`config.mk`:
```
export PLATFORM = sky130hd
export DESIGN_NAME = ir_pulse_distance_decoder
export DESIGN_NICKNAME = d
export VERILOG_FILES = /design/src/irpd_pkg.sv /design/src/irpd_cfg_regs.sv /design/src/irpd_frame_fsm.sv /design/src/ir_pulse_distance_decoder.sv
export SDC_FILE = /design/constraint.sdc
export NUM_CORES = 1
export LEC_CHECK = 0
export ABC_AREA = 0
export BUFFER_PORTS_ARGS = -buffer_cell sky130_fd_sc_hd__buf_2
export CAP_MARGIN = 20
export CORE_AREA = 10 10 132 224
export CTS_CLUSTER_SIZE = 20
export DETAILED_ROUTE_END_ITERATION = 6
export DIE_AREA = 0 0 142 234
export GPL_ROUTABILITY_DRIVEN = 0
export GPL_TIMING_DRIVEN = 0
export PLACE_DENSITY_LB_ADDON = 0.1
export SYNTH_ARGS = -nofsm -noshare
export SYNTH_HDL_FRONTEND = slang
export SYNTH_SLANG_ARGS = --single-unit
export TNS_END_PERCENT = 10
```
`constraint.sdc`:
```
create_clock -name clk -period 3.3 [get_ports clk]
set_clock_uncertainty 0.15 [all_clocks]
set_input_delay 0.33 -clock clk [delete_from_list [all_inputs] [get_ports clk]]
set_output_delay 0.33 -clock clk [all_outputs]
set_load 0.005 [all_outputs]
```
`src/irpd_pkg.sv`:
```
// irpd_pkg: shared types, constants and helpers for the ir pulse distance decoder
// no dependencies; imported by every module of the block

package irpd_pkg;

    // fixed header windows, exclusive bounds, microseconds
    localparam logic [15:0] HDR_MARK_LO  = 16'd5900;
    localparam logic [15:0] HDR_MARK_HI  = 16'd6300;
    localparam logic [15:0] HDR_SPACE_LO = 16'd7400;
    localparam logic [15:0] HDR_SPACE_HI = 16'd7800;

    // register indexes on the configuration port
    localparam logic [2:0] REG_MARK_MIN       = 3'd0;
    localparam logic [2:0] REG_MARK_MAX       = 3'd1;
    localparam logic [2:0] REG_ZERO_SPACE_MIN = 3'd2;
    localparam logic [2:0] REG_ZERO_SPACE_MAX = 3'd3;
    localparam logic [2:0] REG_ONE_SPACE_MIN  = 3'd4;
    localparam logic [2:0] REG_ONE_SPACE_MAX  = 3'd5;

    // frame status codes
    localparam logic [1:0] ST_BAD_HEADER = 2'd0;
    localparam logic [1:0] ST_COMPLETE   = 2'd1;
    localparam logic [1:0] ST_BAD_SPACE  = 2'd2;
    localparam logic [1:0] ST_RAN_OUT    = 2'd3;

    typedef struct packed {
        logic [15:0] mark_min;
        logic [15:0] mark_max;
        logic [15:0] zero_space_min;
        logic [15:0] zero_space_max;
        logic [15:0] one_space_min;
        logic [15:0] one_space_max;
    } windows_t;

    typedef struct packed {
        logic [1:0]  frame_status;
        logic [6:0]  bits_decoded;
        logic [63:0] code_word;
    } result_t;

    // strict window test
    function automatic logic in_window(
        input logic [15:0] v,
        input logic [15:0] lo,
        input logic [15:0] hi
    );
        return (v > lo) && (v < hi);
    endfunction

endpackage

```
`src/irpd_cfg_regs.sv`:
```
// irpd_cfg_regs: apb-style register file holding the six data window bounds
// depends on irpd_pkg (windows_t, register indexes)

module irpd_cfg_regs (
    input  logic                clk,
    input  logic                rst_n,
    input  logic                psel,
    input  logic                penable,
    input  logic                pwrite,
    input  logic [4:0]          paddr,
    input  logic [31:0]         pwdata,
    output logic [31:0]         prdata,
    output logic                pready,
    output irpd_pkg::windows_t  windows
);
    import irpd_pkg::*;

    windows_t   win_reg;
    logic       wr_en;
    logic [2:0] idx;

    assign pready  = 1'b1;
    assign idx     = paddr[4:2];
    assign wr_en   = psel && penable && pwrite && pready;
    assign windows = win_reg;

    always_ff @(posedge clk or negedge rst_n)
    begin
        if (!rst_n)
        begin
            win_reg.mark_min       <= 16'd400;
            win_reg.mark_max       <= 16'd700;
            win_reg.zero_space_min <= 16'd1300;
            win_reg.zero_space_max <= 16'd1700;
            win_reg.one_space_min  <= 16'd3300;
            win_reg.one_space_max  <= 16'd3700;
        end
        else if (wr_en)
        begin
            case (idx)
                REG_MARK_MIN:       win_reg.mark_min       <= pwdata[15:0];
                REG_MARK_MAX:       win_reg.mark_max       <= pwdata[15:0];
                REG_ZERO_SPACE_MIN: win_reg.zero_space_min <= pwdata[15:0];
                REG_ZERO_SPACE_MAX: win_reg.zero_space_max <= pwdata[15:0];
                REG_ONE_SPACE_MIN:  win_reg.one_space_min  <= pwdata[15:0];
                REG_ONE_SPACE_MAX:  win_reg.one_space_max  <= pwdata[15:0];
                default:            ;
            endcase
        end
    end

    always_comb
    begin
        case (idx)
            REG_MARK_MIN:       prdata = {16'd0, win_reg.mark_min};
            REG_MARK_MAX:       prdata = {16'd0, win_reg.mark_max};
            REG_ZERO_SPACE_MIN: prdata = {16'd0, win_reg.zero_space_min};
            REG_ZERO_SPACE_MAX: prdata = {16'd0, win_reg.zero_space_max};
            REG_ONE_SPACE_MIN:  prdata = {16'd0, win_reg.one_space_min};
            REG_ONE_SPACE_MAX:  prdata = {16'd0, win_reg.one_space_max};
            default:            prdata = 32'd0;
        endcase
    end

endmodule

```
`src/irpd_frame_fsm.sv`:
```
// irpd_frame_fsm: frame state machine, bit counter and kept code register
// depends on irpd_pkg (windows_t, result_t, status codes, in_window)

module irpd_frame_fsm #(
    parameter int FRAME_BYTES = 8
) (
    input  logic                clk,
    input  logic                rst_n,
    input  logic                step,
    input  logic [15:0]         pulse_us,
    input  logic                last_pulse,
    input  irpd_pkg::windows_t  windows,
    output irpd_pkg::result_t   result
);
    import irpd_pkg::*;

    localparam int CODE_W = FRAME_BYTES * 8;
    localparam int IDX_W  = (CODE_W > 1) ? $clog2(CODE_W) : 1;

    typedef enum logic [2:0] {
        PH_HDR_MARK,
        PH_HDR_SPACE,
        PH_SEEK_MARK,
        PH_SPACE,
        PH_STOPPED
    } phase_t;

    phase_t              phase_reg, phase_next, phase_after;
    logic [6:0]          bit_count_reg, bit_count_next;
    logic [CODE_W-1:0]   code_reg, code_next;
    logic [1:0]          stop_cause_reg, stop_cause_next;
    logic [IDX_W-1:0]    bit_idx;
    logic                zero_hit, one_hit;

    assign bit_idx  = bit_count_reg[IDX_W-1:0];
    assign zero_hit = in_window(pulse_us, windows.zero_space_min, windows.zero_space_max);
    assign one_hit  = in_window(pulse_us, windows.one_space_min, windows.one_space_max);

    // one pulse worth of decoding
    always_comb
    begin
        phase_after     = phase_reg;
        bit_count_next  = bit_count_reg;
        code_next       = code_reg;
        stop_cause_next = stop_cause_reg;
        case (phase_reg)
            PH_HDR_MARK:
            begin
                if (in_window(pulse_us, HDR_MARK_LO, HDR_MARK_HI))
                    phase_after = PH_HDR_SPACE;
                else
                begin
                    phase_after     = PH_STOPPED;
                    stop_cause_next = ST_BAD_HEADER;
                end
            end
            PH_HDR_SPACE:
            begin
                if (in_window(pulse_us, HDR_SPACE_LO, HDR_SPACE_HI))
                    phase_after = PH_SEEK_MARK;
                else
                begin
                    phase_after     = PH_STOPPED;
                    stop_cause_next = ST_BAD_HEADER;
                end
            end
            PH_SEEK_MARK:
            begin
                if (in_window(pulse_us, windows.mark_min, windows.mark_max))
                    phase_after = PH_SPACE;
            end
            PH_SPACE:
            begin
                if (zero_hit || one_hit)
                begin
                    // zero window wins where the two overlap
                    code_next[bit_idx] = !zero_hit;
                    bit_count_next     = bit_count_reg + 7'd1;
                    if (bit_count_next >= 7'(CODE_W))
                    begin
                        phase_after     = PH_STOPPED;
                        stop_cause_next = ST_COMPLETE;
                    end
                    else
                        phase_after = PH_SEEK_MARK;
                end
                else
                begin
                    phase_after     = PH_STOPPED;
                    stop_cause_next = ST_BAD_SPACE;
                end
            end
            default:
                phase_after = PH_STOPPED;
        endcase
        phase_next = phase_after;
    end

    // result of the frame, from the state after this pulse
    always_comb
    begin
        result.code_word    = 64'(code_next);
        result.bits_decoded = bit_count_next;
        if (phase_after == PH_STOPPED)
            result.frame_status = stop_cause_next;
        else if (phase_after == PH_HDR_MARK || phase_after == PH_HDR_SPACE)
            result.frame_status = ST_BAD_HEADER;
        else
            result.frame_status = ST_RAN_OUT;
    end

    always_ff @(posedge clk or negedge rst_n)
    begin
        if (!rst_n)
        begin
            phase_reg      <= PH_HDR_MARK;
            bit_count_reg  <= 7'd0;
            code_reg       <= '0;
            stop_cause_reg <= ST_BAD_HEADER;
        end
        else if (step)
        begin
            code_reg <= code_next;
            if (last_pulse)
            begin
                phase_reg      <= PH_HDR_MARK;
                bit_count_reg  <= 7'd0;
                stop_cause_reg <= ST_BAD_HEADER;
            end
            else
            begin
                phase_reg      <= phase_next;
                bit_count_reg  <= bit_count_next;
                stop_cause_reg <= stop_cause_next;
            end
        end
    end

endmodule

```
`src/ir_pulse_distance_decoder.sv`:
```
// ir_pulse_distance_decoder: a last pulse beat is held in the input register, then decoded into
// the result register that drives m_tvalid; throughput one beat per
// cycle, set by the combinational window compares and bit write of the frame state machine;
// a last beat waits in the input register only while an unread result holds the result slot
// rst_n is asynchronous and active low: frame state, code register and handshake flags clear,
// window registers return to 400/700, 1300/1700, 3300/3700; uses irpd_pkg, cfg regs and fsm

module ir_pulse_distance_decoder #(
    parameter int FRAME_BYTES = 8
) (
    input  logic        clk,
    input  logic        rst_n,
    // input stream
    input  logic        s_tvalid,
    output logic        s_tready,
    input  logic [15:0] s_tdata,    // [15:0] pulse_us
    input  logic        s_tlast,    // last_pulse
    // result stream
    output logic        m_tvalid,
    input  logic        m_tready,
    output logic [79:0] m_tdata,    // [63:0] code_word, [70:64] bits_decoded,
                                    // [72:71] frame_status, [79:73] zero
    // configuration
    input  logic        psel,
    input  logic        penable,
    input  logic        pwrite,
    input  logic [4:0]  paddr,
    input  logic [31:0] pwdata,
    output logic [31:0] prdata,
    output logic        pready
);
    import irpd_pkg::*;

    localparam int CODE_W = FRAME_BYTES * 8;

    windows_t    windows;
    result_t     result;

    // input register
    logic        in_valid_reg;
    logic [15:0] in_pulse_reg;
    logic        in_last_reg;

    // result register
    logic        out_valid_reg;
    result_t     out_data_reg;

    logic        out_free;
    logic        advance;
    logic        step;

    irpd_cfg_regs u_cfg (
        .clk     (clk),
        .rst_n   (rst_n),
        .psel    (psel),
        .penable (penable),
        .pwrite  (pwrite),
        .paddr   (paddr),
        .pwdata  (pwdata),
        .prdata  (prdata),
        .pready  (pready),
        .windows (windows)
    );

    irpd_frame_fsm #(
        .FRAME_BYTES (FRAME_BYTES)
    ) u_fsm (
        .clk        (clk),
        .rst_n      (rst_n),
        .step       (step),
        .pulse_us   (in_pulse_reg),
        .last_pulse (in_last_reg),
        .windows    (windows),
        .result     (result)
    );

    // result slot frees when empty or being taken this cycle
    assign out_free = !out_valid_reg || m_tready;
    // only a last beat needs the result slot; other beats always pass
    assign advance  = !in_last_reg || out_free;
    assign step     = in_valid_reg && advance;
    assign s_tready = !in_valid_reg || advance;

    assign m_tvalid = out_valid_reg;
    assign m_tdata  = {7'd0, out_data_reg};

    always_ff @(posedge clk or negedge rst_n)
    begin
        if (!rst_n)
        begin
            in_valid_reg  <= 1'b0;
            out_valid_reg <= 1'b0;
        end
        else
        begin
            if (s_tready)
                in_valid_reg <= s_tvalid;
            if (step && in_last_reg)
                out_valid_reg <= 1'b1;
            else if (m_tready)
                out_valid_reg <= 1'b0;
        end
    end

    // payload registers, no reset
    always_ff @(posedge clk)
    begin
        if (s_tready && s_tvalid)
        begin
            in_pulse_reg <= s_tdata;
            in_last_reg  <= s_tlast;
        end
        if (step && in_last_reg)
            out_data_reg <= result;
    end

    // a held input beat stays until it is decoded
    a_hold_input: assert property (@(posedge clk) disable iff (!rst_n)
        in_valid_reg && !advance |=> in_valid_reg)
        else $error("input beat dropped while result slot busy");

    // bit count never passes the frame size
    a_bits_range: assert property (@(posedge clk) disable iff (!rst_n)
        out_valid_reg |-> out_data_reg.bits_decoded <= 7'(CODE_W))
        else $error("bits_decoded beyond frame size");

    // a complete frame has every bit written
    a_complete_full: assert property (@(posedge clk) disable iff (!rst_n)
        out_valid_reg && out_data_reg.frame_status == ST_COMPLETE
        |-> out_data_reg.bits_decoded == 7'(CODE_W))
        else $error("complete status with short bit count");

    // a bad header writes no bits
    a_header_nobits: assert property (@(posedge clk) disable iff (!rst_n)
        out_valid_reg && out_data_reg.frame_status == ST_BAD_HEADER
        |-> out_data_reg.bits_decoded == 7'd0)
        else $error("bad header status with bits written");

endmodule

```
==> impl_metrics.xml <==
<?xml version="1.0" encoding="UTF-8"?>
<metrics>
  <group name="cts">
    <metric name="tritoncts_num_sinks" unit="">264</metric>
    <metric name="cts-root-to-sink-buffers" unit="">3</metric>
    <metric name="clk_transition_reported_paths" unit="ns">0.06</metric>
    <metric name="ctsRootBufferMaster" unit="">sky130_fd_sc_hd__clkbuf_16</metric>
    <metric name="cts_tree" unit="">built</metric>
    <metric name="clock_insertion_delay_worst_skew" unit="ns">0.54</metric>
    <metric name="cts-htree-levels" unit="">1</metric>
    <metric name="cts-buffers-inserted" unit="">25</metric>
  </group>
  <group name="worst_setup_path">
    <metric name="worst_reg2reg_path_depth" unit="">12</metric>
    <metric name="crit_slowest_cell" unit="">sky130_fd_sc_hd__or4_4</metric>
    <metric name="timing.critical_path.from_type" unit="">flip-flop</metric>
    <metric name="path_max_fanout" unit="">8</metric>
    <metric name="critical_path.reg2reg.endpoint" unit="">m_tdata[56]</metric>
    <metric name="cp.required" unit="ns">3.50</metric>
    <metric name="critical_path_class" unit="">flip-flop to flip-flop</metric>
    <metric name="series_of_cell_instances_along_the_critical_path" unit="">inv_1 &gt; ha_4 &gt; a21o_1 &gt; a21oi_2 &gt; nor2b_1 &gt; or4_4 &gt; a21oi_4 &gt; buf_6 &gt; nor4b_4 &gt; buf_4 &gt; a21oi_1 &gt; a31oi_1</metric>
    <metric name="critical_path.startpoint" unit="">u_cfg.windows[9]</metric>
    <metric name="crit-reg2reg-launch" unit="">u_cfg.windows[9]</metric>
    <metric name="worst_setup_path_end_kind" unit="">flip-flop</metric>
    <metric name="critical_path_arrival" unit="ns">3.51</metric>
    <metric name="register_to_register_setup_slack" unit="ns">-0.01</metric>
    <metric name="crit_path_max_incr_delay" unit="ns">0.57</metric>
    <metric name="worstSetupEndpoint" unit="">m_tdata[56]</metric>
  </group>
  <group name="detailed_routing">
    <metric name="routed_wl" unit="mm">45.0</metric>
    <metric name="drt_first_iter_violations" unit="">795</metric>
    <metric name="detail_route.wl_per_cell" unit="µm">22.9</metric>
    <metric name="vias" unit="">11700</metric>
    <metric name="viasPerCell" unit="">5.98</metric>
    <metric name="drcViolationCount" unit="">0</metric>
    <metric name="first_pass_iters" unit="">5</metric>
    <metric name="detail-route-antenna-nets" unit="">0</metric>
  </group>
  <group name="synth">
    <metric name="yosys_register_bits" unit="">264</metric>
    <metric name="synth_area_per_cell" unit="µm²">9.95</metric>
    <metric name="ys_warn_count" unit="">0</metric>
    <metric name="dominantRegCellSynth" unit="">sky130_fd_sc_hd__dfrtp_1</metric>
    <metric name="postSynth.asyncResetShare" unit="%">65.9</metric>
    <metric name="cells_after_synth" unit="">1368</metric>
    <metric name="yosysTopAreaCell" unit="">sky130_fd_sc_hd__dfrtp_1</metric>
    <metric name="synthDominantCellAreaShare" unit="%">26.3</metric>
    <metric name="synth_area" unit="µm²">13600</metric>
    <metric name="synth_seq_area_share" unit="%">52.1</metric>
    <metric name="synth_top_cells_by_area" unit="">sky130_fd_sc_hd__dfrtp_1, sky130_fd_sc_hd__edfxtp_1, sky130_fd_sc_hd__a21oi_1</metric>
    <metric name="number_of_flops_mapped_to_enable_cells_by_yosys" unit="">90</metric>
    <metric name="synth_cell_types" unit="">66</metric>
  </group>
  <group name="sta">
    <metric name="setup_viol" unit="">3</metric>
    <metric name="hold_ws" unit="ns">0.139</metric>
    <metric name="grt_setup_unrepaired" unit="">true</metric>
    <metric name="tightestPinTransition" unit="ns">0.962</metric>
    <metric name="final_min_period_over_clock_period" unit="%">100</metric>
    <metric name="maxClockFrequency" unit="MHz">302</metric>
    <metric name="finalWorstSetupSlack" unit="ns">-0.0129</metric>
    <metric name="slew_headroom" unit="%">35.8</metric>
    <metric name="final_hold_viol_count" unit="">0</metric>
    <metric name="timing.final.max_slew_violations" unit="">0</metric>
    <metric name="minimum_period_implied_by_the_final_worst_setup_slack" unit="ns">3.31</metric>
  </group>
  <group name="power">
    <metric name="cellLeakagePower" unit="nW">7.48</metric>
    <metric name="vdd_ir_drop_max" unit="mV">0.547</metric>
    <metric name="power.density_cell_area" unit="nW/µm²">538</metric>
  </group>
  <group name="cells_and_area">
    <metric name="largest_reg_flops" unit="">96</metric>
    <metric name="layout.cell_area.non_filler" unit="µm²">16700</metric>
    <metric name="finish.utilization" unit="%">64.7</metric>
    <metric name="antennaDiodeCount" unit="">0</metric>
    <metric name="fin_nets" unit="">1783</metric>
    <metric name="syn2layout_area_growth" unit="%">22.4</metric>
    <metric name="fillers" unit="">2207</metric>
    <metric name="drive_gt1_share" unit="%">21.9</metric>
    <metric name="final_cell_count_no_fill" unit="">1966</metric>
  </group>
  <group name="run">
    <metric name="max-cap-violations" unit="">0</metric>
  </group>
  <group name="global_routing">
    <metric name="global_route.usage.total" unit="%">26.6</metric>
    <metric name="first_global_vias" unit="">12100</metric>
    <metric name="grt_max_degree" unit="">107</metric>
    <metric name="grt_overflow_total" unit="">0</metric>
    <metric name="first_pass_grt_wire_length" unit="mm">68.1</metric>
    <metric name="number_of_antenna_violations_at_the_first_check_in_global_routing" unit="">0</metric>
  </group>
  <group name="floorplanning">
    <metric name="initial_utilization" unit="%">52.8</metric>
    <metric name="floorplan.die.height" unit="µm">234</metric>
    <metric name="floorplan.die.width" unit="µm">142</metric>
    <metric name="placement_rows" unit="">78</metric>
    <metric name="die-area" unit="µm²">33200</metric>
    <metric name="io_pins" unit="">176</metric>
    <metric name="placeableCoreArea" unit="µm²">25800</metric>
  </group>
  <group name="min_path">
    <metric name="hp-class" unit="">input pin to flip-flop</metric>
  </group>
  <group name="status">
    <metric name="violated_checks" unit="">setup timing</metric>
    <metric name="outcome" unit="">complete, but fails checks</metric>
  </group>
  <group name="placement">
    <metric name="numPlacedInstances" unit="">1850</metric>
    <metric name="dp_worst_setup_slack" unit="ns">-0.626</metric>
    <metric name="placedInstanceArea" unit="µm²">14800</metric>
    <metric name="hpwlAfterDp" unit="mm">32.4</metric>
    <metric name="portBuffers" unit="">133</metric>
  </group>
</metrics>
[cells in the final DEF, fill, tap and decap left out, types with 5 or more instances in the layout]
cell / instances
sky130_fd_sc_hd__dfstp_2: 31
sky130_fd_sc_hd__a21o_1: 20
sky130_fd_sc_hd__ha_1: 92
sky130_fd_sc_hd__nor2_1: 20
sky130_fd_sc_hd__o21ai_0: 120
sky130_fd_sc_hd__nand4_1: 15
sky130_fd_sc_hd__clkbuf_2: 7
sky130_fd_sc_hd__xnor2_1: 5
sky130_fd_sc_hd__a211oi_1: 6
sky130_fd_sc_hd__buf_4: 65
sky130_fd_sc_hd__nand2_1: 124
sky130_fd_sc_hd__buf_6: 12
sky130_fd_sc_hd__conb_1: 24
sky130_fd_sc_hd__nand2b_1: 10
sky130_fd_sc_hd__nand3_1: 15
sky130_fd_sc_hd__clkbuf_1: 59
sky130_fd_sc_hd__a31oi_1: 15
sky130_fd_sc_hd__a21oi_2: 10
sky130_fd_sc_hd__nor4_1: 9
sky130_fd_sc_hd__nor2b_1: 10
sky130_fd_sc_hd__nor3_1: 6
sky130_fd_sc_hd__a221oi_1: 16
sky130_fd_sc_hd__and3_1: 6
sky130_fd_sc_hd__clkinv_2: 8
sky130_fd_sc_hd__edfxtp_1: 90
sky130_fd_sc_hd__nor3b_1: 5
sky130_fd_sc_hd__a21oi_1: 259
sky130_fd_sc_hd__and2_1: 6
sky130_fd_sc_hd__clkbuf_16: 25
sky130_fd_sc_hd__o221ai_1: 16
sky130_fd_sc_hd__buf_2: 139
sky130_fd_sc_hd__mux2_2: 7
sky130_fd_sc_hd__dfrtp_1: 143
sky130_fd_sc_hd__dlygate4sd3_1: 37
sky130_fd_sc_hd__inv_1: 102
[through the flow]
step	setup TNS, ns	power (mW)
6_report	-0.0272	8.96
5_1_grt	-1.96	9.37
4_1_cts	-0.694	8.87
3_5_place_dp	-36.23	5.90
3_3_place_gp	-247.78	5.84
2_1_floorplan	0	5.22
[worst max-delay path: cells and delay by family (launching register included)]
family,cells,cell delay (ns)
AOI/OAI and AO/OA,5,0.77
adders and majority gates,1,0.27
buffers and inverters,3,0.48
and+or+nand+nor,3,0.93
DFF,1,0.52
[cell usage after synthesis, types with 3 or more instances]
cell,number
sky130_fd_sc_hd__and4b_1,4
sky130_fd_sc_hd__inv_1,103
sky130_fd_sc_hd__clkbuf_1,70
sky130_fd_sc_hd__o221ai_1,16
sky130_fd_sc_hd__nand2_1,125
sky130_fd_sc_hd__ha_1,94
sky130_fd_sc_hd__o211ai_1,4
sky130_fd_sc_hd__o311ai_1,3
sky130_fd_sc_hd__a2111oi_0,3
sky130_fd_sc_hd__o22ai_1,4
sky130_fd_sc_hd__nor3_1,13
sky130_fd_sc_hd__nor4_1,9
sky130_fd_sc_hd__a211oi_1,6
sky130_fd_sc_hd__nand4_1,15
sky130_fd_sc_hd__edfxtp_1,90
sky130_fd_sc_hd__nor3b_1,5
sky130_fd_sc_hd__nand4b_1,4
sky130_fd_sc_hd__a22oi_1,4
sky130_fd_sc_hd__buf_4,25
sky130_fd_sc_hd__buf_2,14
sky130_fd_sc_hd__mux2_2,7
sky130_fd_sc_hd__nand3_1,15
sky130_fd_sc_hd__a31oi_1,17
sky130_fd_sc_hd__dfstp_2,31
sky130_fd_sc_hd__and4_1,3
sky130_fd_sc_hd__or3_1,4
sky130_fd_sc_hd__or4_1,3
sky130_fd_sc_hd__nor2_1,24
sky130_fd_sc_hd__dfrtp_1,143
sky130_fd_sc_hd__a221oi_1,17
sky130_fd_sc_hd__nor2b_1,10
sky130_fd_sc_hd__a211o_1,3
sky130_fd_sc_hd__and2_1,8
sky130_fd_sc_hd__a21o_1,20
sky130_fd_sc_hd__o21ai_0,122
sky130_fd_sc_hd__nand2b_1,10
sky130_fd_sc_hd__a21oi_1,270
sky130_fd_sc_hd__xnor2_1,5
sky130_fd_sc_hd__and3_1,7
[final cells by class]
class	instances	area, µm²	share of cell area, %
Buffer	105	612	3.67
Clock buffer	33	666	4.00
Clock inverter	12	108	0.646
Inverter	103	387	2.32
Multi-Input combinational cell	911	5950	35.7
Sequential cell	264	7100	42.6
Tap cell	320	400	2.40
Timing Repair Buffer	218	1440	8.67
[power by group]
part / leakage [nW] / internal (mW) / switching [mW] / total, mW
combinational: 4.07 / 0.826 / 1.32 / 2.14
clock: 0.386 / 1.57 / 1.25 / 2.83
sequential: 3.02 / 3.81 / 0.175 / 3.99
[metal layers]
metal	global-route usage [%]	share of wire, %	up-vias
met3	4.29	5.7	198
li1	-	-	5432
met5	0	0	-
met1	25.8	32	5607
met2	48.4	53	511
met4	21.5	9.0	0
[worst min path at each step]
stage	from	to	cells past startpoint	slack, ns
final	paddr[4]	u_cfg.windows[80]	3	0.14
after floorplan	rst_n	in_valid_reg	0	-0.12
after detailed placement	rst_n	in_valid_reg	1	0.19
after CTS	paddr[4]	u_cfg.windows[80]	3	0.12
after global placement	u_fsm.stop_cause_reg[1]	u_fsm.stop_cause_reg[1]	2	0.31
after global routing	paddr[2]	u_cfg.windows[80]	3	0.16
[what timing repair did]
action / CTS / global route
endpoints found under the hold margin: 174 / 0
endpoints found under the setup margin: 126 / 113
gates cloned: 0 / 1
resized for setup: 52 / 66
hold buffers: 37 / 0
pin swaps: 3 / 9
buffers inserted: 32 / 8
[cell families after synthesis]
group	synth area share, %
xor gates and xnor gates	0.386
buffers and inverters	6.80
and+or+nand+nor	10.2
DFF	52.1
muxes	0.579
AOI/OAI and AO/OA	21.3
adders and majority gates	8.64
other	0.0552
No activity file was read; power rests on OpenSTA's default activity.
